`src/hdl/hsc_pkg.sv`:
```
package hsc_pkg;

  // item kinds on the input channel and the report channel
  localparam logic KIND_ENCODER = 1'b0;
  localparam logic KIND_TICK    = 1'b1;

  // setpoint handling
  localparam logic [8:0] SP_RESET      = 9'd200;
  localparam logic [8:0] SP_LOW_LIMIT  = 9'd50;
  localparam logic [8:0] SP_HIGH_LIMIT = 9'd390;
  localparam logic [8:0] SP_STEP       = 9'd5;
  localparam logic [8:0] SP_MIN        = 9'd45;
  localparam logic [8:0] SP_MAX        = 9'd395;

  // adc to temperature mapping: ((x * 285) / 430) + 25, x = heater + calib - 512
  localparam logic [11:0] ADC_OFFSET  = 12'd512;
  localparam logic [8:0]  MAP_GAIN    = 9'd285;
  localparam logic [8:0]  MAP_SPAN    = 9'd430;
  localparam logic [11:0] MAP_BASE    = 12'd25;
  // reciprocal of the span, scaled by 2^RECIP_SHIFT and rounded down
  localparam int unsigned RECIP_SHIFT = 25;
  localparam logic [16:0] RECIP       = 17'd78033;

  // duty levels
  localparam logic [7:0] DUTY_OFF  = 8'd0;
  localparam logic [7:0] DUTY_MID  = 8'd100;
  localparam logic [7:0] DUTY_LOW  = 8'd80;
  localparam logic [7:0] DUTY_TRIM = 8'd45;
  localparam logic [7:0] DUTY_FULL = 8'd230;

  typedef struct packed {
    logic       kind;
    logic       enc_clk;
    logic       enc_dt;
    logic [9:0] heater_adc;
    logic [9:0] calib_adc;
  } hsc_item_t;

  typedef struct packed {
    logic              report_kind;
    logic signed [11:0] temperature;
    logic [8:0]        setpoint;
    logic [7:0]        pwm_duty;
  } hsc_report_t;

  // work handed from the front to the back
  typedef struct packed {
    logic              report_kind;
    logic [8:0]        setpoint;
    logic signed [11:0] adc_sum;
  } hsc_cmd_t;

endpackage

```
`src/hdl/hsc_queue.sv`:
```
module hsc_queue #(
  parameter int Depth = 2
) (
  input  logic              clk,
  input  logic              rst,
  input  logic              push_valid,
  output logic              push_ready,
  input  hsc_pkg::hsc_cmd_t push_cmd,
  output logic              pop_valid,
  input  logic              pop_ready,
  output hsc_pkg::hsc_cmd_t pop_cmd
);

  localparam int PtrW = $clog2(Depth);
  localparam int CntW = $clog2(Depth + 1);

  hsc_pkg::hsc_cmd_t mem [Depth];
  logic [PtrW-1:0]   wptr;
  logic [PtrW-1:0]   rptr;
  logic [CntW-1:0]   count;
  logic              do_push;
  logic              do_pop;

  assign push_ready = (count != CntW'(Depth));
  assign pop_valid  = (count != '0);
  assign pop_cmd    = mem[rptr];
  assign do_push    = push_valid && push_ready;
  assign do_pop     = pop_valid && pop_ready;

  always_ff @(posedge clk) begin
    if (do_push) mem[wptr] <= push_cmd;
  end

  always_ff @(posedge clk) begin
    if (rst) begin
      wptr  <= '0;
      rptr  <= '0;
      count <= '0;
    end else begin
      if (do_push) wptr <= (wptr == PtrW'(Depth - 1)) ? '0 : wptr + 1'b1;
      if (do_pop) rptr <= (rptr == PtrW'(Depth - 1)) ? '0 : rptr + 1'b1;
      if (do_push && !do_pop) count <= count + 1'b1;
      else if (do_pop && !do_push) count <= count - 1'b1;
    end
  end

  a_count_bound: assert property (@(posedge clk) disable iff (rst)
    count <= CntW'(Depth))
    else $error("queue fill beyond depth");

endmodule

```
`config.mk`:
```
export PLATFORM = sky130hd
export DESIGN_NAME = hsc_queue
export DESIGN_NICKNAME = d
export VERILOG_FILES = /design/src/hdl/hsc_pkg.sv /design/src/hdl/hsc_queue.sv
export SDC_FILE = /design/constraint.sdc
export NUM_CORES = 1
export LEC_CHECK = 0
export ABC_CLOCK_PERIOD_IN_PS = 2500
export BUFFER_PORTS_ARGS = -buffer_cell sky130_fd_sc_hd__buf_2
export CAP_MARGIN = 20
export CELL_PAD_IN_SITES_DETAIL_PLACEMENT = 0
export CELL_PAD_IN_SITES_GLOBAL_PLACEMENT = 1
export CORE_ASPECT_RATIO = 1.1
export CORE_MARGIN = 2
export CORE_UTILIZATION = 45
export DETAILED_ROUTE_END_ITERATION = 6
export HOLD_SLACK_MARGIN = 0.06
export PLACE_DENSITY = 0.88
export SETUP_SLACK_MARGIN = 0.3
export SLEW_MARGIN = 20
export SYNTH_ARGS = -nofsm -noshare
export SYNTH_HDL_FRONTEND = slang
export SYNTH_SLANG_ARGS = --single-unit
```
`constraint.sdc`:
```
create_clock -name clk -period 2.5 [get_ports clk]
set_input_delay 0.125 -clock clk [delete_from_list [all_inputs] [get_ports clk]]
set_output_delay 0.125 -clock clk [all_outputs]
set_load 0.1 [all_outputs]
```
Word-level counts from Yosys, hierarchy flattened
Memory sizes are Yosys's and may differ from the RTL's. A register that Yosys moved wholly into a read port is not among the register bits.
Index checks and enable logic that the tools add are counted.
Word-level totals
  bits in registers: 4
  bits in writable memories: 44
  bits of input ports: 26
  output and inout port bits: 24
  word-level logic and storage cells: 25
  memories kept: 1
Memory list
  mem: words 2, bits a word 22, read ports 1, clocked after memory_dff 1, write ports 1, line hsc_queue.sv:17  | hsc_pkg::hsc_cmd_t mem [Depth];
Cells by class
  add/sub/neg operators: 4
  equal/unequal tests: 1
  multiplexer cells: 8
  reductions and logical operators: 8
Operators by type and width (number)
  1-bit two-way mux: 6
  1-bit logical AND: 4
  2-bit two-way mux: 2
  2-bit nonzero test: 2
  1-bit adder, second input constant: 2
  2-bit by 1-bit adder with 2-bit output, second input constant: 1
  1-bit logical NOT: 2
  2-bit != test, second input constant: 1
  2-bit by 1-bit subtractor with 2-bit output, second input constant: 1

Longest topological paths before layout
  depth after elaboration: 6
  depth in mapped cells: 6
  mapped depth without buffers: 6

Worst setup path after synthesis
Ideal clock, no wire load.
  path type: reg2reg
  start: register count[0]
  end: memory mem[1][0] in the netlist's numbering, enable pin
  library setup time: 381 ps
  arrival time: 1972 ps
  data required time: 2119 ps
  path slack: 147 ps
  cell stages (with the launch flop): 3
  buffers on the path: 0
  period minus slack after synthesis: 2353 ps
  cells stage by stage: dfxtp_1 -> nand2b_1 -> and3_1
On the way
  word-level cells in the longest chain between the ends: 4
RTL lines
  start: declaration: line hsc_queue.sv:20  | logic [CntW-1:0] count;
  start signal: assignment: line hsc_queue.sv:42  | if (do_push && !do_pop) count <= count + 1'b1;
  start signal: assignment: line hsc_queue.sv:43  | else if (do_pop && !do_push) count <= count - 1'b1;
  2-bit != test: line hsc_queue.sv:24  | assign push_ready = (count != CntW'(Depth));
  named net push_ready: line hsc_queue.sv:7  | output logic push_ready,
  1-bit logical AND: line hsc_queue.sv:27  | assign do_push = push_valid && push_ready;
  1-bit two-way mux: line hsc_queue.sv:31  | if (do_push) mem[wptr] <= push_cmd;
  1-bit two-way mux (implied by the code): line hsc_queue.sv:31
  end: declaration: line hsc_queue.sv:17
The timed path passes the listed nets, and every way through them passes these cells.

==> flow_summary_export.csv <==
group,metric,value,unit
timing,fin_crit,1690,ps
timing,relSlewSlack,67.0,%
clock_tree,clkTransAtPathRegs,80,ps
timing,fin_skew,2.34,ps
placed_design,port_buffers,49,
finish,n_antenna_cell,0,
global_route,grt_pass1_vias,1118,
placed_design,dpl-instance-area,0.00213,mm²
synth,synth_top_area_share,73.3,%
timing,slew_viol_final,0,
timing,finalSetupViolCount,0,
setup_path,r2r_start,"count[0]$_SDFFE_PP0P_",
setup_path,critPathSlowestCell,"mux2_2",
timing,worst_pin_slew,498,ps
clock_tree,cts_buffers,5,
synth,avgSynthCellArea,19.6,µm²
setup_path,crit_fanout,22,
synth,synth-edff-count,44,
global_route,grt_pass1_wl,4950,µm
timing,period_share,67.8,%
route,wire_per_inst,13.6,µm
route,drt-total-wl,3050,µm
outcome,status,"completed",
clock_tree,cts_hold_buf,23,
floorplan,core,0.00390,mm²
route,first_pass_iters,4,
clock_tree,cts.repair.resized,0,
route,drt-initial-drc-count,39,
clock_tree,clockRootBuffer,"clkbuf_8",
floorplan,fp.dieArea,0.00453,mm²
timing,fmax,590,MHz
synth,synth_nets,119,
synth,ys.flop_type,"edfxtp_1",
setup_path,critPathArrivalTime,1570,ps
route,final_antenna_net_count,0,
timing,rsz0062_at_grt,"no",
finish,drive_gt1_share,48.0,%
clock_tree,tritoncts,"yes",
finish,area_growth,36.7,%
synth,synth_most_common_cell,"edfxtp_1",
min_path,hold_path_class,"in2reg",
placed_design,place_congestion,0.657,
floorplan,initial_core_util,46.2,%
setup_path,reg2reg_slack,860,ps
synth,post_synth_num_cell_types,17,
setup_path,crit_type,"reg2out",
synth,ys_top_cells_by_area,"edfxtp_1 73%, mux2_2 14%, dfxtp_1 5.6%, xor2_1 1.5%, ha_1 0.69%",
clock_tree,cts_sinks,49,
setup_path,cp_slowest_stage_delay,380,ps
setup_path,worst-path-buf-inv,2,
synth,netlist_area,0.00180,mm²
global_route,track_usage,14.8,%
finish,nNetsFinal,199,
flow_run,max_cap_viol_count,0,
clock_tree,clkLatencyLatePin,290,ps
synth,ys_ff_latch,49,
setup_path,critical_path_required,2380,ps
synth,ys_warn_count,0,
finish,final_cells,225,
clock_tree,clockBufferDepth,2,
setup_path,end_kind,"output port",
setup_path,start_kind,"register",
placed_design,dp_cells,194,
global_route,grt-ovfl-total,0,
floorplan,die_h,70.4,µm
timing,finalSetupTns,0,ps
clock_tree,htreeDepth,2,
route,via_per_inst,4.63,
synth,async_flop_share,0,%
route,via_count,1041,
route,drc,0,
synth,postSynthCellCount,92,
synth,synthTopCellsByCount,"44 x edfxtp_1, 22 x mux2_2, 5 x dfxtp_1",
floorplan,ios,50,
floorplan,rows,24,
finish,final_area,0.00246,mm²
global_route,grt_start_max_net_pins,23,
setup_path,path_cells,"buf_4 -> mux2_2 -> buf_2",
min_path,hold_start,"push_valid",
clock_tree,cts_setup_buffers,0,
setup_path,critPathTopFamily,"buffers and inverters",
placed_design,dp_hpwl,1900,µm
global_route,antenna_found_initial,0,
synth,yosysTopAreaCell,"edfxtp_1",
synth,yosysSeqAreaShare,78.9,%
floorplan,die_w,64.3,µm
timing,hold_viol,0,
registers in the layout (all words and copies together), names as in the netlist, named ones only:
| name | cells |
|---|---|
| mem | 44 |
| wptr | 1 |
| rptr | 1 |
| count | 2 |
metal layers:
metal  share of wire, %  global-route usage, %  vias up
met2                 55                   26.7       28
met5                  0                      0        -
met1                 39                   15.7      496
met4                2.1                   7.09        0
li1                   -                      -      511
met3                3.9                   4.03        6
path summary, 6_finish.rpt:
kind,cells past startpoint,endpoint
max reg2reg,5,count[1]$_SDFFE_PP0P_
min,3,wptr$_SDFFE_PP0P_
min reg2reg,2,count[1]$_SDFFE_PP0P_
max,3,pop_cmd[1]
kinds of logic (layout without fill, tap and decap cells):
group,after synthesis,in the layout,share of synthesized area (%)
buffers and inverters,3,84,0.764
multiplexers,22,22,13.8
flip-flops,49,49,78.9
adder cells (fa/ha/maj),1,1,0.694
AND/OR/NAND/NOR,9,9,2.78
AO/OA/AOI/OAI,5,5,1.67
XOR/XNOR,3,3,1.46
final cells by class:
type | count | area (µm²)
fill | 295 | 1440
sequential | 49 | 1420
timing repair buffer | 75 | 498
multi-input combinational | 40 | 369
clock buffer | 6 | 72.6
tap | 52 | 65.1
clock inverter | 2 | 33.8
inverter | 1 | 3.75
layout by cell type, fill, tap and decap left out:
cell / n
a21bo_2: 1
a21oi_1: 2
and2_1: 1
and3_1: 1
buf_2: 49
buf_4: 3
bufinv_16: 1
clkbuf_1: 1
clkbuf_8: 5
clkinv_1: 1
dfxtp_1: 5
dlygate4sd3_1: 23
edfxtp_1: 44
ha_1: 1
inv_1: 1
mux2_2: 22
nand2b_2: 1
nand3b_1: 1
nor2_1: 3
o21ai_0: 2
or2_2: 1
or3_1: 1
xor2_1: 3
through the flow:
step	utilization (%)	setup slack (ps)	hold slack, ps
2_1_floorplan	-	525	194
3_3_place_gp	54.5	952	314
3_5_place_dp	54.5	870	317
4_1_cts	63.1	788	137
5_1_grt	63.1	742	163
6_report	63.1	806	143
worst register-to-register path, cell delays in order, from the launching register on:
cell	delay, ps
dfxtp_1	360
nand2b_2	230
and2_1	170
ha_1	330
or3_1	360
a21oi_1	140
Power is not shown: default switching activity piles up to over one toggle a cycle in this logic, so the estimate is an artifact.
