`src/hdl/hsc_pkg.sv`:
```
package hsc_pkg;

  // item kinds on the input channel and the report channel
  localparam logic KIND_ENCODER = 1'b0;
  localparam logic KIND_TICK    = 1'b1;

  // setpoint handling
  localparam logic [8:0] SP_RESET      = 9'd200;
  localparam logic [8:0] SP_LOW_LIMIT  = 9'd50;
  localparam logic [8:0] SP_HIGH_LIMIT = 9'd390;
  localparam logic [8:0] SP_STEP       = 9'd5;
  localparam logic [8:0] SP_MIN        = 9'd45;
  localparam logic [8:0] SP_MAX        = 9'd395;

  // adc to temperature mapping: ((x * 285) / 430) + 25, x = heater + calib - 512
  localparam logic [11:0] ADC_OFFSET  = 12'd512;
  localparam logic [8:0]  MAP_GAIN    = 9'd285;
  localparam logic [8:0]  MAP_SPAN    = 9'd430;
  localparam logic [11:0] MAP_BASE    = 12'd25;
  // reciprocal of the span, scaled by 2^RECIP_SHIFT and rounded down
  localparam int unsigned RECIP_SHIFT = 25;
  localparam logic [16:0] RECIP       = 17'd78033;

  // duty levels
  localparam logic [7:0] DUTY_OFF  = 8'd0;
  localparam logic [7:0] DUTY_MID  = 8'd100;
  localparam logic [7:0] DUTY_LOW  = 8'd80;
  localparam logic [7:0] DUTY_TRIM = 8'd45;
  localparam logic [7:0] DUTY_FULL = 8'd230;

  typedef struct packed {
    logic       kind;
    logic       enc_clk;
    logic       enc_dt;
    logic [9:0] heater_adc;
    logic [9:0] calib_adc;
  } hsc_item_t;

  typedef struct packed {
    logic              report_kind;
    logic signed [11:0] temperature;
    logic [8:0]        setpoint;
    logic [7:0]        pwm_duty;
  } hsc_report_t;

  // work handed from the front to the back
  typedef struct packed {
    logic              report_kind;
    logic [8:0]        setpoint;
    logic signed [11:0] adc_sum;
  } hsc_cmd_t;

endpackage

```
`src/hdl/hsc_stream_if.sv`:
```
interface hsc_stream_if #(
  parameter type payload_t = logic
);
  logic     valid;
  logic     ready;
  payload_t data;

  modport source (output valid, output data, input ready);
  modport sink (input valid, input data, output ready);
endinterface

```
`src/hdl/hsc_back.sv`:
```
module hsc_back (
  input  logic              clk,
  input  logic              rst,
  input  logic              pop_valid,
  output logic              pop_ready,
  input  hsc_pkg::hsc_cmd_t pop_cmd,
  hsc_stream_if.source      report
);

  // stage 1: magnitude times gain
  logic        v1;
  logic        s1_kind;
  logic [8:0]  s1_sp;
  logic        s1_neg;
  logic [18:0] s1_p;
  // stage 2: estimate of the quotient
  logic        v2;
  logic        s2_kind;
  logic [8:0]  s2_sp;
  logic        s2_neg;
  logic [18:0] s2_p;
  logic [9:0]  s2_q0;
  // stage 3: corrected quotient and temperature
  logic        v3;
  logic        s3_kind;
  logic [8:0]  s3_sp;
  logic [11:0] s3_temp;
  // stage 4: output register
  logic                 v4;
  hsc_pkg::hsc_report_t s4;

  logic rdy1, rdy2, rdy3, rdy4;

  assign rdy4      = !v4 || report.ready;
  assign rdy3      = !v3 || rdy4;
  assign rdy2      = !v2 || rdy3;
  assign rdy1      = !v1 || rdy2;
  assign pop_ready = rdy1;

  logic [10:0] mag;
  logic [35:0] prod2;
  logic [19:0] rem3;
  logic [10:0] q3;
  logic        below4;
  logic [8:0]  d4;
  logic [7:0]  duty4;

  assign mag   = pop_cmd.adc_sum[11] ? 11'(-pop_cmd.adc_sum) : pop_cmd.adc_sum[10:0];
  assign prod2 = 36'(s1_p) * 36'(hsc_pkg::RECIP);
  assign rem3  = 20'(s2_p) - 20'(s2_q0) * 20'(hsc_pkg::MAP_SPAN);
  assign q3    = (rem3 >= 20'(hsc_pkg::MAP_SPAN)) ? 11'(s2_q0) + 11'd1 : 11'(s2_q0);

  always_comb begin
    below4 = !s3_temp[11] && (s3_temp[10:0] < 11'(s3_sp));
    d4     = s3_sp - s3_temp[8:0];
    duty4  = hsc_pkg::DUTY_OFF;
    if (s3_kind == hsc_pkg::KIND_TICK && below4) begin
      case (d4) inside
        [9'd7:9'd15]: duty4 = hsc_pkg::DUTY_MID;
        [9'd5:9'd6]:  duty4 = hsc_pkg::DUTY_LOW;
        [9'd1:9'd3]:  duty4 = hsc_pkg::DUTY_TRIM;
        default:      duty4 = hsc_pkg::DUTY_FULL;
      endcase
    end
  end

  always_ff @(posedge clk) begin
    if (rst) begin
      v1 <= 1'b0;
      v2 <= 1'b0;
      v3 <= 1'b0;
      v4 <= 1'b0;
    end else begin
      if (rdy1) v1 <= pop_valid;
      if (rdy2) v2 <= v1;
      if (rdy3) v3 <= v2;
      if (rdy4) v4 <= v3;
    end
  end

  always_ff @(posedge clk) begin
    if (rdy1) begin
      s1_kind <= pop_cmd.report_kind;
      s1_sp   <= pop_cmd.setpoint;
      s1_neg  <= pop_cmd.adc_sum[11];
      s1_p    <= 19'(mag) * 19'(hsc_pkg::MAP_GAIN);
    end
    if (rdy2) begin
      s2_kind <= s1_kind;
      s2_sp   <= s1_sp;
      s2_neg  <= s1_neg;
      s2_p    <= s1_p;
      s2_q0   <= prod2[hsc_pkg::RECIP_SHIFT +: 10];
    end
    if (rdy3) begin
      s3_kind <= s2_kind;
      s3_sp   <= s2_sp;
      s3_temp <= s2_neg ? hsc_pkg::MAP_BASE - 12'(q3) : hsc_pkg::MAP_BASE + 12'(q3);
    end
    if (rdy4) begin
      s4.report_kind <= s3_kind;
      s4.temperature <= (s3_kind == hsc_pkg::KIND_TICK) ? $signed(s3_temp) : 12'sd0;
      s4.setpoint    <= s3_sp;
      s4.pwm_duty    <= duty4;
    end
  end

  assign report.valid = v4;
  assign report.data  = s4;

  a_encoder_fields_zero: assert property (@(posedge clk) disable iff (rst)
    v4 && s4.report_kind == hsc_pkg::KIND_ENCODER |->
      s4.temperature == 12'sd0 && s4.pwm_duty == hsc_pkg::DUTY_OFF)
    else $error("encoder report carries temperature or duty");

  a_duty_only_below: assert property (@(posedge clk) disable iff (rst)
    v4 && s4.pwm_duty != hsc_pkg::DUTY_OFF |->
      s4.temperature >= 12'sd0 && s4.temperature < $signed({3'b000, s4.setpoint}))
    else $error("heater driven at or above setpoint");

endmodule

```
`src/flat_wrapper.sv`:
```
// flat-port wrapper written by rule: the top's interface ports become plain ports
module hsc_back_flat 
  (clk, rst, pop_valid, pop_ready, pop_cmd, report_valid, report_data, report_ready);
  hsc_stream_if report_i ();
  input  logic clk;
  input  logic rst;
  input  logic pop_valid;
  output logic pop_ready;
  input  hsc_pkg::hsc_cmd_t pop_cmd;
  output wire logic [$bits(report_i.valid)-1:0] report_valid;
  output wire logic [$bits(report_i.data)-1:0] report_data;
  input wire logic [$bits(report_i.ready)-1:0] report_ready;
  assign report_valid = report_i.valid;
  assign report_data = report_i.data;
  assign report_i.ready = report_ready;
  hsc_back u_core (.clk(clk), .rst(rst), .pop_valid(pop_valid), .pop_ready(pop_ready), .pop_cmd(pop_cmd), .report(report_i));
endmodule
```
`config.mk`:
```
export PLATFORM = sky130hd
export DESIGN_NAME = hsc_back_flat
export DESIGN_NICKNAME = d
export VERILOG_FILES = /design/src/hdl/hsc_pkg.sv /design/src/hdl/hsc_stream_if.sv /design/src/hdl/hsc_back.sv /design/src/flat_wrapper.sv
export SDC_FILE = /design/constraint.sdc
export NUM_CORES = 1
export LEC_CHECK = 0
export BUFFER_PORTS_ARGS = -buffer_cell sky130_fd_sc_hd__buf_2
export CAP_MARGIN = 20
export CORE_MARGIN = 2
export CORE_UTILIZATION = 23
export CTS_BUF_LIST = sky130_fd_sc_hd__clkbuf_4 sky130_fd_sc_hd__clkbuf_8
export CTS_CLUSTER_DIAMETER = 60
export CTS_CLUSTER_SIZE = 20
export DETAILED_ROUTE_END_ITERATION = 10
export GPL_TIMING_DRIVEN = 0
export PLACE_DENSITY = 0.46
export REMOVE_ABC_BUFFERS = 1
export SYNTH_ARGS = -nofsm -noshare
export SYNTH_HDL_FRONTEND = slang
export SYNTH_SLANG_ARGS = --single-unit
```
`constraint.sdc`:
```
create_clock -name clk -period 9.15 [get_ports clk]
set_clock_uncertainty 0.15 [all_clocks]
set_input_delay 0.915 -clock clk [delete_from_list [all_inputs] [get_ports clk]]
set_output_delay 0.915 -clock clk [all_outputs]
set_load 0.1 [all_outputs]
```
== Word level (Yosys, flattened, before mapping) ==
Index checks and enable logic that the tools add are counted.

* Add/sub/neg operators: 6
* Multiply operators: 3
* $lt $le $gt $ge: 8
* Multiplexer cells: 4
* Bitwise logic cells: 1
* Reductions and logical operators: 15

{| class="wikitable"
|+ Operators by type and width
! cell !! count
|-
| multiplier 19 x 17 -> 35 bit (second input constant) || 1
|-
| 2-to-1 mux 11 bit || 2
|-
| greater-or-equal comparator 20 x 9 -> 1 bit (second input constant) || 1
|-
| subtractor 19 x 19 -> 20 bit || 1
|-
| multiplier 11 x 9 -> 19 bit (second input constant) || 1
|-
| greater-or-equal comparator 9 x 3 -> 1 bit (second input constant) || 2
|-
| multiplier 10 x 8 -> 18 bit (second input constant) || 1
|-
| adder 5 x 11 -> 12 bit (first input constant) || 1
|-
| 2-to-1 mux 12 bit || 1
|-
| subtractor 5 x 11 -> 12 bit (first input constant) || 1
|-
| adder 10 x 1 -> 11 bit (second input constant) || 1
|-
| < comparator 11 x 9 -> 1 bit || 1
|-
| negator 11 bit || 1
|-
| greater-or-equal comparator 9 x 1 -> 1 bit (second input constant) || 1
|-
| less-or-equal comparator 9 x 2 -> 1 bit (second input constant) || 1
|-
| less-or-equal comparator 9 x 3 -> 1 bit (second input constant) || 1
|-
| less-or-equal comparator 9 x 4 -> 1 bit (second input constant) || 1
|-
| subtractor 9 bit || 1
|-
| logical AND 1 bit || 5
|-
| zero test 1 bit || 5
|-
| logical OR 1 bit || 4
|-
| OR reduction 3 bit || 1
|-
| 2-to-1 mux 1 bit || 1
|-
| NOT 1 bit || 1
|}

* Register bits: 97
* Input bits: 26
* Output and inout port bits: 3

== Depth between registers and ports, before layout ==
Gate-level depths: netlist (run 1).

* Depth after elaboration: 6
* Mapped depth: 37
* Gate-level depth less buffers: 35

== Worst setup path after synthesis (run 1) ==
No wires, ideal clock.

* Path kind: register -> register
* Start point: register u_core.s2_q0[0]
* End point: register u_core.s3_temp[11], data pin
* Data arrival time: 6.968 ns
* Slack: 1.775 ns
* Cell stages (with the launch flop): 35
* Path buffers: 1
* Period minus slack after synthesis: 7.375 ns
* Path through: edfxtp_1 > ha_1 > inv_1 > fa_1 > inv_1 > ha_1 > inv_1 > fa_1 > inv_1 > ha_1 > a21oi_1 > o21bai_1 > a21oi_1 > o21bai_1 > a21oi_1 > o21bai_1 > a21oi_1 > o21ai_0 > a21o_1 > a21oi_1 > xor2_1 > ha_1 > clkbuf_1 > o211ai_1 > nand2_1 > a21oi_1 > a211o_1 > nor3_1 > nand4b_1 > nor4_2 > nor3_1 > xnor2_2 > nand4_4 > or3b_1 > a22o_1

* Cells in the longest elaborated chain, start to end: 6
* Elaborated cells between the ends (all ways): 8

{| class="wikitable"
|+ Ends and longest elaborated chain
! item !! line !! source
|-
| start: declaration || hsc_back.sv:22 || <nowiki>logic [9:0] s2_q0;</nowiki>
|-
| start signal: assignment || hsc_back.sv:93 || <nowiki>s2_q0 <= prod2[hsc_pkg::RECIP_SHIFT +: 10];</nowiki>
|-
| multiplier 10 x 8 -> 18 bit || hsc_back.sv:50 || <nowiki>assign rem3 = 20'(s2_p) - 20'(s2_q0) * 20'(hsc_pkg::MAP_SPAN);</nowiki>
|-
| subtractor 19 x 19 -> 20 bit || hsc_back.sv:50 ||
|-
| greater-or-equal comparator 20 x 9 -> 1 bit || hsc_back.sv:51 || <nowiki>assign q3 = (rem3 >= 20'(hsc_pkg::MAP_SPAN)) ? 11'(s2_q0) + 11'd1 : 11'(s2_q0);</nowiki>
|-
| 2-to-1 mux 11 bit * || hsc_back.sv:51 ||
|-
| adder 5 x 11 -> 12 bit or subtractor 5 x 11 -> 12 bit (tied branches) || hsc_back.sv:98 || <nowiki>s3_temp <= s2_neg ? hsc_pkg::MAP_BASE - 12'(q3) : hsc_pkg::MAP_BASE + 12'(q3);</nowiki>
|-
| 2-to-1 mux 12 bit * || hsc_back.sv:98 ||
|-
| end signal: assignment || hsc_back.sv:98 ||
|-
| end: declaration || hsc_back.sv:27 || <nowiki>logic [11:0] s3_temp;</nowiki>
|}

Mark *: on every way between the ends. The rest lies on a longest branch, timed or not.
A chain may end at the register's enable or synchronous reset.

== Worst setup path in the final report (run 1) ==
Same ends and word-level chain as after synthesis.

==> results of run 1 <==
final cells by class:
class                      count  area (sq um)  share of cell area
clock buffer                   9         123.9            0.008661
clock inverter                 7         78.83            0.005512
inverter                     341          1280             0.08950
multi-input combinational    849          8862              0.6197
sequential                    96          2843              0.1988
tap                          756         945.9             0.06614
timing repair buffer          30         167.7             0.01172
per-stage QoR:
step	hold WS, ns	std cells	utilization
3_5_place_dp	0.2545	2070	0.2505
6_report	0.2664	2088	0.2546
5_1_grt	0.2698	2088	0.2546
3_3_place_gp	0.2552	2070	0.2503
2_1_floorplan	0.2503	1286	-
4_1_cts	0.2629	2086	0.2541
cell usage in the layout, fill, tap and decap left out, drive strengths merged, types with 3 or more instances in the layout:
cell type,netlist,final
a211oi,4,4
a21o,20,20
a21oi,56,56
a22oi,4,4
a31oi,6,6
and2,4,4
and3,5,5
buf,3,30
clkbuf,7,9
clkinv,0,3
dfxtp,4,4
edfxtp,92,92
fa,119,119
ha,285,285
inv,341,345
mux2i,6,6
nand2,51,51
nand2b,7,7
nand3,12,12
nand4,10,10
nor2,31,31
nor2b,10,10
nor3,16,16
nor4,7,7
o2111ai,3,3
o211ai,3,3
o21a,5,5
o21ai,34,34
o21bai,15,15
o22ai,3,3
o31a,3,3
o31ai,8,8
or3,10,10
xnor2,57,57
xor2,22,22
layer usage:
| layer | part of all wire | vias up | GRT usage |
|---|---|---|---|
| li1 | - | 4358 | - |
| met4 | 0.012 | 0 | 0.02052 |
| met2 | 0.49 | 61 | 0.1612 |
| met1 | 0.48 | 4007 | 0.1172 |
| met5 | 0 | - | 0 |
| met3 | 0.021 | 18 | 0.01551 |
sequential cells by signal, summed over array words and instances (netlist names):
name                 flops
u_core.s1_sp             9
u_core.s3_sp             9
u_core.s2_kind           1
u_core.v3                1
u_core.report.data       1
u_core.s1_neg            1
u_core.report.valid      1
u_core.s1_p             19
u_core.s2_neg            1
u_core.s2_p             18
u_core.v1                1
u_core.s3_temp          12
u_core.s3_kind           1
u_core.s2_sp             9
u_core.s2_q0            10
u_core.v2                1
u_core.s1_kind           1
cells by family after synthesis:
kind of cell | after synthesis | share of synthesized area
adder cells (fa/ha/maj) | 404 | 0.4564
buffers and inverters | 351 | 0.1028
AO/OA/AOI/OAI | 187 | 0.09629
AND/OR/NAND/NOR | 173 | 0.06816
flip-flops | 96 | 0.2181
XOR/XNOR | 79 | 0.05366
multiplexers | 6 | 0.004608
path summary, 6_finish.rpt:
path	to	slack, ns	cells past startpoint
max	u_core.s3_temp[11]	0.83	33
min	u_core.s2_sp[5]	0.27	0
min reg2reg	u_core.s2_sp[5]	0.27	0
max reg2reg	u_core.s3_temp[11]	0.83	33
what timing repair did:
action,CTS,global route
setup buffers,0,2
setup endpoints to repair,0,4
hold endpoints to repair,0,0
==> flow_metrics.env, run 1 <==
export IMPL_antenna_found_initial=0
export IMPL_cp_top_family="compound AO/OA/AOI/OAI gates"
export IMPL_critPathRequiredTime_ns=9.18
export IMPL_ys_warn_count=0
export IMPL_syn_area_sq_um=13030
export IMPL_cp_slowest_cell="edfxtp_1"
export IMPL_crit_path_start="u_core.s2_q0[0]"
export IMPL_grt_usage=0.09169
export IMPL_die_h_um=242.1
export IMPL_syn_to_final_growth_pct=9.724
export IMPL_finalMaxSlewViolations=0
export IMPL_cp_start_kind="flip-flop"
export IMPL_avgRoutedWirePerCell_um=12.11
export IMPL_vias=8444
export IMPL_cp_arrival_ns=8.35
export IMPL_relSlewSlack=0.3681
export IMPL_syn_instance_count=1296
export IMPL_fin_ws_ns=0.8262
export IMPL_drt_initial_drc_count=256
export IMPL_netlist_top_cells_count="inv_1, ha_1, fa_1"
export IMPL_synth_seq_cells=96
export IMPL_numClockSinks=96
export IMPL_nets=1757
export IMPL_start_util=0.2320
export IMPL_synth_top_cell_area_share=0.2736
export IMPL_stdcell_area_sq_um=14300
export IMPL_cts_buffers=9
export IMPL_clock_latency_ns=0.42
export IMPL_wirelength_um=25290
export IMPL_die_x_um=242.1
export IMPL_period_needed_ns=8.324
export IMPL_dpl_hpwl_um=21900
export IMPL_cts_tree="yes"
export IMPL_grt_pass1_wl_um=43410
export IMPL_end_kind="flip-flop"
export IMPL_synth_enable_flop_cells=92
export IMPL_hp_start="u_core.s1_sp[5]"
export IMPL_cts_resized_gates=0
export IMPL_tightest_slew_ns=0.9455
export IMPL_rows=87
export IMPL_cp_slowest_stage_delay_ns=0.74
export IMPL_diodes=0
export IMPL_drive_above_1_share=0.04955
export IMPL_root_buffer="clkbuf_8"
export IMPL_critical_path_max_fanout=12
export IMPL_crit_buf_inv=4
export IMPL_rsz0062_at_grt="false"
export IMPL_fmax_mhz=120.1
export IMPL_post_place_ws_ns=0.5047
export IMPL_drc_errors=0
export IMPL_worstHoldPathType="reg2reg"
export IMPL_finalCritPeriodShare=0.9097
export IMPL_die_area_sq_um=58590
export IMPL_async_reset_ff_frac=0
export IMPL_setup_tns_ns=0
export IMPL_clkSlewWorstSetupHoldPaths_ns=0.12
export IMPL_status="complete, no violations"
export IMPL_cap_violations=0
export IMPL_critPathKind="reg2reg"
export IMPL_hold_violations=0
export IMPL_top_level_ports=29
export IMPL_hold_buffers=0
export IMPL_gp_congestion=0.8072
export IMPL_synth_area_top_cells="ha_1, edfxtp_1, fa_1"
export IMPL_placed_area_sq_um=14070
export IMPL_grt_max_degree=40
export IMPL_h_tree_depth=3
export IMPL_yosysMostFrequentCell="inv_1"
export IMPL_portBuffers=28
export IMPL_gr_total_overflow=0
export IMPL_setup_violations=0
export IMPL_drt_pass1_iter_count=4
export IMPL_drt_vias_per_instance=4.044
export IMPL_yosys_area_top_type="ha_1"
export IMPL_ys_seq_area_frac=0.2181
export IMPL_fillerInstances=6104
export IMPL_ant_nets=0
export IMPL_grt_pass1_vias=8853
export IMPL_cts_buffer_depth=2
export IMPL_syn_area_per_cell_sq_um=10.06
export IMPL_timing_rr_start="u_core.s2_q0[0]"
export IMPL_synth_ff_type="edfxtp_1"
export IMPL_synthDistinctLibCells=73
export IMPL_cpMostUsedCell="a21oi_1"
export IMPL_coreArea_sq_um=56170
Power of run 1 is left out: the tool's default activity adds up to more than one toggle a clock period on the data nets, which glitch-free logic cannot reach.
==> run 2, diff against run 1 <==
MAX_ROUTING_LAYER = met4   (was unset)
==> run 2 against run 1 <==
Effect of this change:
- global-route usage increased by 0.28 points
- via count decreased by 0.21%
- routed wire length increased by 0.21%
- flip-flop and latch count unchanged
- critical path depth unchanged
- critical endpoint unchanged
==> flow_metrics.env, run 2 (synthesis results as in run 1) <==
export IMPL_coreArea_sq_um=56170
export IMPL_wirelength_um=25340
export IMPL_drt_pass1_iter_count=4
export IMPL_cp_slowest_cell="edfxtp_1"
export IMPL_reg2reg_depth=33
export IMPL_rsz0062_at_grt="false"
export IMPL_tightest_slew_ns=0.9404
export IMPL_setup_tns_ns=0
export IMPL_portBuffers=28
export IMPL_fin_hold_ws_ns=0.2685
export IMPL_placed_area_sq_um=14070
export IMPL_grt_pass1_wl_um=43440
export IMPL_die_x_um=242.1
export IMPL_cts_buffers=9
export IMPL_largest_register_ffs=19
export IMPL_hold_violations=0
export IMPL_diodes=0
export IMPL_start_util=0.2320
export IMPL_grt_usage=0.09451
export IMPL_gr_total_overflow=0
export IMPL_cts_setup_buffers=0
export IMPL_avgRoutedWirePerCell_um=12.14
export IMPL_drt_initial_drc_count=245
export IMPL_finalCritPeriodShare=0.9107
export IMPL_path_depth=33
export IMPL_rrSetupSlack_ns=0.82
export IMPL_cap_violations=0
export IMPL_crit_path_start="u_core.s2_q0[0]"
export IMPL_syn_to_final_growth_pct=9.724
export IMPL_drive_above_1_share=0.04955
export IMPL_cpMostUsedCell="a21oi_1"
export IMPL_cp_top_family="compound AO/OA/AOI/OAI gates"
export IMPL_gp_congestion=0.8194
export IMPL_finalMaxSlewViolations=0
export IMPL_cts_resized_gates=0
export IMPL_cp_endpoint="u_core.s3_temp[11]"
export IMPL_crit_buf_inv=4
export IMPL_nets=1757
export IMPL_ant_nets=0
export IMPL_stdcell_area_sq_um=14300
export IMPL_hold_buffers=0
export IMPL_critPathRequiredTime_ns=9.18
export IMPL_cp_slowest_stage_delay_ns=0.74
export IMPL_clkSlewWorstSetupHoldPaths_ns=0.11
export IMPL_die_area_sq_um=58590
export IMPL_cp_start_kind="flip-flop"
export IMPL_relSlewSlack=0.3715
export IMPL_dpl_hpwl_um=21900
export IMPL_final_common_cell="inv_1"
export IMPL_critPathKind="reg2reg"
export IMPL_setup_violations=0
export IMPL_reg2reg_to="u_core.s3_temp[11]"
export IMPL_period_needed_ns=8.333
export IMPL_drc_errors=0
export IMPL_critical_path_max_fanout=12
export IMPL_die_h_um=242.1
export IMPL_grt_max_degree=40
export IMPL_root_buffer="clkbuf_8"
export IMPL_vias=8426
export IMPL_grt_pass1_vias=8850
export IMPL_antenna_found_initial=0
export IMPL_cts_buffer_depth=2
export IMPL_end_kind="flip-flop"
export IMPL_fmax_mhz=120.0
export IMPL_numClockSinks=96
export IMPL_timing_rr_start="u_core.s2_q0[0]"
export IMPL_cts_tree="yes"
export IMPL_cp_arrival_ns=8.36
export IMPL_drt_vias_per_instance=4.035
export IMPL_status="complete, no violations"
export IMPL_top_level_ports=29
export IMPL_clock_latency_ns=0.42
export IMPL_regMostFlops="u_core.s1_p"
export IMPL_final_cell_mix="inv_1, ha_1, fa_1, edfxtp_1, xnor2_1"
export IMPL_rows=87
export IMPL_reg_top3="u_core.s1_p (19), u_core.s2_p (18), u_core.s3_temp (12)"
export IMPL_h_tree_depth=3
export IMPL_worstHoldPathType="reg2reg"
[run 2: cell counts in the layout (fill, tap and decap cells not counted)]
No cell type changed its count.
[run 2: cell type report]
class | count | area [sq um]
clock buffers | 9 | 123.9
clock inverters | 7 | 78.83
fillers | 6104 | 41870
inverters | 341 | 1280
multi-input cells | 849 | 8862
flip-flops and latches | 96 | 2843
well taps | 756 | 945.9
repair buffers | 30 | 167.7
[run 2: routing by layer]
layer | up-vias | wire length [um] | track usage
met5 | - | 0 | -
met2 | 52 | 12310 | 0.1615
met4 | 0 | 290 | 0.01924
met3 | 15 | 476 | 0.01617
li1 | 4360 | - | -
met1 | 3999 | 12260 | 0.1172
[run 2: worst min path at each step]
stage                    start         endpoint  slack, ns  cells past startpoint
6_report       u_core.s1_sp[5]  u_core.s2_sp[5]       0.27                      0
2_1_floorplan   u_core.s1_kind   u_core.s2_kind       0.25                      0
4_1_cts        u_core.s1_sp[5]  u_core.s2_sp[5]       0.26                      0
5_1_grt        u_core.s1_sp[5]  u_core.s2_sp[5]       0.27                      0
3_5_place_dp   u_core.s1_sp[8]  u_core.s2_sp[8]       0.25                      0
3_3_place_gp   u_core.s1_sp[0]  u_core.s2_sp[0]       0.26                      0
[run 2: metrics by stage]
step / utilization / cells / setup WS (ns)
2_1_floorplan: - / 1286 / 1.434
3_3_place_gp: 0.2503 / 2070 / 0.05446
3_5_place_dp: 0.2505 / 2070 / 0.5047
4_1_cts: 0.2541 / 2086 / 0.4697
5_1_grt: 0.2546 / 2088 / 0.1774
6_report: 0.2546 / 2088 / 0.8168
Power of run 2 is left out for the same reason.
